### src/sv/lvst_pkg.sv
// Shared constants and codes for the latest-value slot table.
package lvst_pkg;

    localparam int SLOT_COUNT_DEF = 16;
    localparam int MAX_LEN_DEF    = 64;
    localparam int BODY_BITS_DEF  = 64;

    localparam int ID_W   = 8;
    localparam int LEN_W  = 8;
    localparam int DATA_W = 64;
    localparam int OCC_W  = 5;
    localparam int CNT_W  = 32;

    localparam logic [1:0] ACT_PUSH  = 2'd0;
    localparam logic [1:0] ACT_POP   = 2'd1;
    localparam logic [1:0] ACT_CLEAR = 2'd2;

    localparam logic [1:0] ST_OK      = 2'd0;
    localparam logic [1:0] ST_RANGE   = 2'd1;
    localparam logic [1:0] ST_TOO_LONG = 2'd2;
    localparam logic [1:0] ST_EMPTY   = 2'd3;

endpackage

### src/sv/lvst_slot_mem.sv
// Slot memory: payload length and body word per slot, one access per cycle.
module lvst_slot_mem #(
    parameter int SLOT_COUNT = lvst_pkg::SLOT_COUNT_DEF,
    parameter int BODY_BITS  = lvst_pkg::BODY_BITS_DEF,
    parameter int IDX_W      = (SLOT_COUNT > 1) ? $clog2(SLOT_COUNT) : 1
) (
    input  logic                      aclk,
    input  logic                      wr_en,
    input  logic                      rd_en,
    input  logic [IDX_W-1:0]          addr,
    input  logic [lvst_pkg::LEN_W-1:0] wr_len,
    input  logic [BODY_BITS-1:0]      wr_body,
    output logic [lvst_pkg::LEN_W-1:0] rd_len,
    output logic [BODY_BITS-1:0]      rd_body
);

    logic [lvst_pkg::LEN_W-1:0] len_mem  [SLOT_COUNT];
    logic [BODY_BITS-1:0]       body_mem [SLOT_COUNT];

    always_ff @(posedge aclk) begin
        if (wr_en) begin
            len_mem[addr]  <= wr_len;
            body_mem[addr] <= wr_body;
        end
        if (rd_en) begin
            rd_len  <= len_mem[addr];
            rd_body <= body_mem[addr];
        end
    end

endmodule

### src/sv/latest_value_slot_table_core.sv
// Latest-value slot table: per-sensor mailbox with lowest-slot-first pop.
// Each result passes through the pipeline register, then the output register.
// One request per cycle when not stalled; the single slot-memory port is the limit.
// Valid bits and counters update at acceptance, so a following request sees them.
// Reset (synchronous, aresetn low) clears valid bits, counters and handshake
// state; the slot memory needs no clearing pass.
module latest_value_slot_table_core #(
    parameter int SLOT_COUNT = lvst_pkg::SLOT_COUNT_DEF,
    parameter int MAX_LEN    = lvst_pkg::MAX_LEN_DEF,
    parameter int BODY_BITS  = lvst_pkg::BODY_BITS_DEF
) (
    input  logic         aclk,
    input  logic         aresetn,
    input  logic         s_tvalid,
    output logic         s_tready,
    input  logic [79:0]  s_tdata,   // sensor_id[7:0], pkt_len[15:8], packet_data[79:16]
    input  logic [1:0]   s_tuser,   // action[1:0]
    output logic         m_tvalid,
    input  logic         m_tready,
    output logic [151:0] m_tdata,   // out_sensor_id[7:0], out_pkt_len[15:8],
                                    // out_packet_data[79:16], occupied_slots[84:80],
                                    // received_total[116:85], overwritten_total[148:117],
                                    // zero[151:149]
    output logic [1:0]   m_tuser    // status[1:0]
);

    localparam int IDX_W = (SLOT_COUNT > 1) ? $clog2(SLOT_COUNT) : 1;
    localparam int CNT_OCC_W = $clog2(SLOT_COUNT + 1);
    localparam int ID_W   = lvst_pkg::ID_W;
    localparam int LEN_W  = lvst_pkg::LEN_W;
    localparam int CNT_W  = lvst_pkg::CNT_W;

    logic [1:0]          action;
    logic [ID_W-1:0]     sensor_id;
    logic [LEN_W-1:0]    pkt_len;
    logic [63:0]         packet_data;

    assign action      = s_tuser;
    assign sensor_id   = s_tdata[7:0];
    assign pkt_len     = s_tdata[15:8];
    assign packet_data = s_tdata[79:16];

    logic [SLOT_COUNT-1:0] valid_reg, valid_next;
    logic [CNT_OCC_W-1:0]  occ_reg, occ_next;
    logic [CNT_W-1:0]      rcv_reg, rcv_next;
    logic [CNT_W-1:0]      ovw_reg, ovw_next;

    logic                  p_vld_reg, p_vld_next;
    logic [1:0]            p_status_reg;
    logic                  p_pop_ok_reg;
    logic [ID_W-1:0]       p_id_reg;
    logic [CNT_OCC_W-1:0]  p_occ_reg;
    logic [CNT_W-1:0]      p_rcv_reg;
    logic [CNT_W-1:0]      p_ovw_reg;

    logic                  m_vld_reg, m_vld_next;
    logic [151:0]          m_data_reg;
    logic [1:0]            m_status_reg;

    logic                  advance;
    logic                  accept;
    logic [IDX_W-1:0]      first_idx;
    logic                  any_valid;
    logic [IDX_W-1:0]      push_idx;
    logic                  in_range;
    logic                  len_ok;
    logic                  mem_wr;
    logic                  mem_rd;
    logic [IDX_W-1:0]      mem_addr;
    logic [1:0]            status;
    logic                  pop_ok;
    logic [LEN_W-1:0]      rd_len;
    logic [BODY_BITS-1:0]  rd_body;
    logic [8:0]            occ_wide;
    logic [151:0]          result;

    assign advance  = !m_vld_reg || m_tready;
    assign s_tready = !p_vld_reg || advance;
    assign accept   = s_tvalid && s_tready;

    assign push_idx = sensor_id[IDX_W-1:0];
    assign in_range = {1'b0, sensor_id} < 9'(SLOT_COUNT);
    assign len_ok   = pkt_len <= LEN_W'(MAX_LEN);

    always_comb begin
        first_idx = '0;
        any_valid = 1'b0;
        for (int i = SLOT_COUNT - 1; i >= 0; i--) begin
            if (valid_reg[i]) begin
                first_idx = IDX_W'(i);
                any_valid = 1'b1;
            end
        end
    end

    always_comb begin
        valid_next = valid_reg;
        occ_next   = occ_reg;
        rcv_next   = rcv_reg;
        ovw_next   = ovw_reg;
        mem_wr     = 1'b0;
        mem_rd     = 1'b0;
        mem_addr   = push_idx;
        status     = lvst_pkg::ST_OK;
        pop_ok     = 1'b0;
        if (accept) begin
            unique case (action)
                lvst_pkg::ACT_PUSH: begin
                    if (!in_range) begin
                        status = lvst_pkg::ST_RANGE;
                    end else if (!len_ok) begin
                        status = lvst_pkg::ST_TOO_LONG;
                    end else begin
                        mem_wr = 1'b1;
                        if (valid_reg[push_idx]) begin
                            ovw_next = ovw_reg + 1'b1;
                        end else begin
                            occ_next = occ_reg + 1'b1;
                        end
                        valid_next[push_idx] = 1'b1;
                        rcv_next = rcv_reg + 1'b1;
                    end
                end
                lvst_pkg::ACT_POP: begin
                    mem_addr = first_idx;
                    if (any_valid) begin
                        mem_rd = 1'b1;
                        pop_ok = 1'b1;
                        valid_next[first_idx] = 1'b0;
                        occ_next = occ_reg - 1'b1;
                    end else begin
                        status = lvst_pkg::ST_EMPTY;
                    end
                end
                lvst_pkg::ACT_CLEAR: begin
                    ovw_next = '0;
                end
                default: begin
                end
            endcase
        end
    end

    lvst_slot_mem #(
        .SLOT_COUNT (SLOT_COUNT),
        .BODY_BITS  (BODY_BITS),
        .IDX_W      (IDX_W)
    ) u_mem (
        .aclk    (aclk),
        .wr_en   (mem_wr),
        .rd_en   (mem_rd),
        .addr    (mem_addr),
        .wr_len  (pkt_len),
        .wr_body (packet_data[BODY_BITS-1:0]),
        .rd_len  (rd_len),
        .rd_body (rd_body)
    );

    assign p_vld_next = accept ? 1'b1 : (advance ? 1'b0 : p_vld_reg);
    assign m_vld_next = advance ? p_vld_reg : m_vld_reg;

    assign occ_wide = 9'(p_occ_reg);

    always_comb begin
        result = '0;
        if (p_pop_ok_reg) begin
            result[7:0]   = p_id_reg;
            result[15:8]  = rd_len;
            result[79:16] = 64'(rd_body);
        end
        result[84:80]   = occ_wide[4:0];
        result[116:85]  = p_rcv_reg;
        result[148:117] = p_ovw_reg;
    end

    always_ff @(posedge aclk) begin
        if (!aresetn) begin
            valid_reg <= '0;
            occ_reg   <= '0;
            rcv_reg   <= '0;
            ovw_reg   <= '0;
            p_vld_reg <= 1'b0;
            m_vld_reg <= 1'b0;
        end else begin
            valid_reg <= valid_next;
            occ_reg   <= occ_next;
            rcv_reg   <= rcv_next;
            ovw_reg   <= ovw_next;
            p_vld_reg <= p_vld_next;
            m_vld_reg <= m_vld_next;
        end
    end

    always_ff @(posedge aclk) begin
        if (accept) begin
            p_status_reg <= status;
            p_pop_ok_reg <= pop_ok;
            p_id_reg     <= ID_W'(first_idx);
            p_occ_reg    <= occ_next;
            p_rcv_reg    <= rcv_next;
            p_ovw_reg    <= ovw_next;
        end
        if (advance && p_vld_reg) begin
            m_data_reg   <= result;
            m_status_reg <= p_status_reg;
        end
    end

    assign m_tvalid = m_vld_reg;
    assign m_tdata  = m_data_reg;
    assign m_tuser  = m_status_reg;

endmodule

### config.mk
export PLATFORM = sky130hd
export DESIGN_NAME = latest_value_slot_table_core
export DESIGN_NICKNAME = d
export VERILOG_FILES = /design/src/sv/lvst_pkg.sv /design/src/sv/lvst_slot_mem.sv /design/src/sv/latest_value_slot_table_core.sv
export SDC_FILE = /design/constraint.sdc
export NUM_CORES = 2
export LEC_CHECK = 0
export BUFFER_PORTS_ARGS = -buffer_cell sky130_fd_sc_hd__buf_2
export CORE_UTILIZATION = 50
export DETAILED_ROUTE_END_ITERATION = 10
export GPL_ROUTABILITY_DRIVEN = 0
export PLACE_DENSITY = 0.73
export SETUP_SLACK_MARGIN = 0.4
export SYNTH_ARGS = -nofsm -noshare
export SYNTH_HDL_FRONTEND = slang
export SYNTH_SLANG_ARGS = --single-unit
### constraint.sdc
create_clock -name aclk -period 10.1 [get_ports aclk]
set_input_delay 0.505 -clock aclk [delete_from_list [all_inputs] [get_ports aclk]]
set_output_delay 0.505 -clock aclk [all_outputs]
set_load 0.005 [all_outputs]
==> flow_summary_export.csv <==
group,metric,value,unit
outcome,outcome,"finished clean",
logic_synthesis,yosysWarnings,0,
worst_setup_path,cpMaxStageDelayCell,"buf_4",
route,drtIter0Drc,4577,
placed_design,portBuffers,234,
timing,finalHoldViolCount,0,
layout,fillCellCount,8920,
worst_setup_path,arrival,5.32,ns
timing,max_freq,201,MHz
placed_design,dp_slack,4.86,ns
route,antenna_left,0,
logic_synthesis,synth_top_area_share,74.0,%
logic_synthesis,synth_edf_count,1447,
logic_synthesis,yosys.area.top_type,"edfxtp_1",
timing,report.final.slew_viol_count,0,
timing,hold_slack,0.0784,ns
worst_hold_path,hp-class,"input pin to register",
timing,fin_crit_sh,49.2,%
worst_setup_path,crit_chain,"and3b_1 -> nor2_2 -> mux2i_1 -> or2_4 -> buf_4 -> buf_4 -> nand2_1 -> nor3_4 -> buf_4",
layout,finish.utilization,56.5,%
power_and_ir_drop,p_per_area,196,nW/um^2
clocking,numCtsBuffers,149,
global_route,grt_max_degree,249,
die,core_area,116000,sq um
logic_synthesis,ys_top_cells_by_area,"edfxtp_1, nand3_1, a41oi_1, dfxtp_1, nand2_1",
logic_synthesis,ys_seq_area_share,76.9,%
logic_synthesis,syn_area,58800,sq um
worst_setup_path,critical_path_required,10.45,ns
power_and_ir_drop,clock_power_share,40.3,%
route,firstDrtPassIters,6,
worst_setup_path,worstSetupPathType,"register to register",
clocking,root_buffer,"clkbuf_16",
global_route,antenna_found_initial,21,
die,die_area,119000,sq um
logic_synthesis,synthArstFlopShare,0,%
timing,maxSlewHeadroom,15.8,%
flow_run,maxCapViolations,0,
layout,syn2layout_area_growth,11.9,%
global_route,grt_usage,24.6,%
route,drt-total-wl,147,mm
global_route,grt_pass1_wl,219,mm
route,drc,0,
die,start_util,50.5,%
clocking,clkTransAtPathRegs,0.06,ns
clocking,clock_latency,0.76,ns
timing,finalSetupViolCount,0,
power_and_ir_drop,peakVddDrop,197,uV
clocking,cts_sinks,1534,
power_and_ir_drop,share_seq_of_total_power,54.5,%
power_and_ir_drop,swShare,22.1,%
clocking,holdBufCountCts,0,
worst_setup_path,critical_path_peak_fanout,74,
clocking,cts_resized,0,
timing,tightest_slew,1.26,ns
logic_synthesis,ys_ff_latch,1534,
route,routed_via_density,6.28,
worst_setup_path,cp_num_buf_inv,3,
layout,layout-drive-gt1-share,13.1,%
route,wire_per_inst,25.5,um
timing,setup_ws,5.13,ns
clocking,htree_levels,4,
global_route,grt_pass1_vias,35087,
placed_design,place_hpwl,71.9,mm
power_and_ir_drop,p_int,10.0,mW
layout,final_cell_mix,"edfxtp_1, nand3_1, nand2_1, a41oi_1, buf_2",
timing,rsz0062_at_grt,"false",
worst_setup_path,crit_path_end_kind,"register",
route,dr_total_vias,36133,
power_and_ir_drop,p_switching,2.85,mW
layout,mostFrequentLayoutCell,"edfxtp_1",
layout,final_nets,4194,
layout,largest_reg_flops,1024,
die,die_h,345,um
clocking,cts_tree,"built",
die,io_pins,242,
layout,largest_register,"u_mem.body_mem",
clocking,postCtsSetupBuffers,0,
global_route,overflow,0,
logic_synthesis,synth_top_flop_cell,"edfxtp_1",
logic_synthesis,synth_cells,3952,
logic_synthesis,avgSynthCellArea,14.9,sq um
worst_setup_path,startpoint_type,"register",
die,die_x,345,um
power_and_ir_drop,p_leak,20.7,nW
timing,fin_worst_skew,0.0337,ns
die,rows,125,
worst_setup_path,crit_path_frequent_cell,"buf_4",
timing,fin_tns_setup,0,ns
logic_synthesis,synth_cell_types,68,
worst_setup_path,cp_slowest_stage_delay,0.91,ns
power_and_ir_drop,combPwrFrac,5.2,%
timing,layout_min_cycle_time,4.97,ns
clocking,clockBufferDepth,3,
worst_setup_path,critical-path-top-delay-family,"buffers and inverters",
[kinds of logic (layout without fill, tap and decap cells)]
logic type | count (synthesis) | count (layout) | share of synthesized area, %
buf+inv | 321 | 582 | 2.40
mux | 7 | 7 | 0.211
other cells | 1 | 15 | 0.00638
compound gates | 362 | 362 | 5.24
flops | 1534 | 1534 | 76.9
simple gates | 1663 | 1663 | 14.2
xor+xnor | 60 | 60 | 0.894
fa+ha+maj | 4 | 4 | 0.0852
[through the flow]
step	total power, mW	area, sq um	std cells
after floorplan	7.56	58800	3958
after global placement	7.79	61200	5477
after detailed placement	7.81	61200	5477
after CTS	12.9	65700	5743
after global routing	13.2	65800	5748
final	12.9	65800	5751
[worst reg2reg max path: cells and delay by family (launching register included)]
| kind | cells | cell delay (ns) |
|---|---|---|
| multiplexers | 1 | 0.49 |
| AND/OR/NAND/NOR | 5 | 1.29 |
| flip-flops | 1 | 0.32 |
| buffers and inverters | 3 | 2.43 |
[synth_stat cells, types with 5 or more instances]
master    number
a21boi_0       6
a21oi_1       11
a41oi_1      289
and2_1       123
and3_1        10
and4_1         5
buf_1         37
buf_2         60
buf_4         20
buf_6          7
clkbuf_1     178
dfxtp_1       87
edfxtp_1    1447
inv_1         17
nand2_1      345
nand2b_1       6
nand3_1      894
nand4_1       23
nor2_1        85
nor3_1        35
nor4_1        18
o21ai_0       19
o221a_2        5
or3_1          5
or4_1         79
or4_4          5
xnor2_1       46
xor2_1        14
[power by group through the flow]
stage / Clock (mW) / Combinational [mW] / Sequential [mW]
CTS: 5.25 / 0.662 / 7.01
global placement: 0 / 0.647 / 7.15
detailed placement: 0 / 0.659 / 7.15
global route: 5.49 / 0.722 / 7.01
floorplan: 0 / 0.404 / 7.16
finish: 5.18 / 0.666 / 7.01
[final timing paths]
kind                                              start                               end  slack (ns)  depth (start not counted)
worst max register to register    m_tvalid$_SDFFE_PN0P_  u_mem.body_mem[13][12]$_DFFE_PP_        5.13                          9
worst max-delay path              m_tvalid$_SDFFE_PN0P_  u_mem.body_mem[13][12]$_DFFE_PP_        5.13                          9
worst min-delay path                           s_tvalid            p_vld_reg$_SDFFE_PN0P_        0.08                          3
worst min register to register  p_rcv_reg[30]$_DFFE_PP_            m_tdata[115]$_DFFE_PP_        0.41                          0
[metal layers]
metal	GRT usage [%]	part of all wire, %	routed length [um]
met2	38.9	48	70400
met4	8.87	3.1	4480
met5	0	0.078	115
met3	4.41	9.5	13900
met1	34.3	39	57800
[area by class of cell]
class,instances,area (sq um),area share (%)
Antenna cell,8,20.0,0.0304
Clock buffer,192,3970,6.04
Clock inverter,74,564,0.858
Inverter,18,67.6,0.103
Multi-Input combinational cell,2103,12300,18.8
Sequential cell,1534,45200,68.7
Tap cell,1524,1910,2.90
Timing Repair Buffer,298,1700,2.59
No activity file was read; power rests on OpenSTA's default activity.
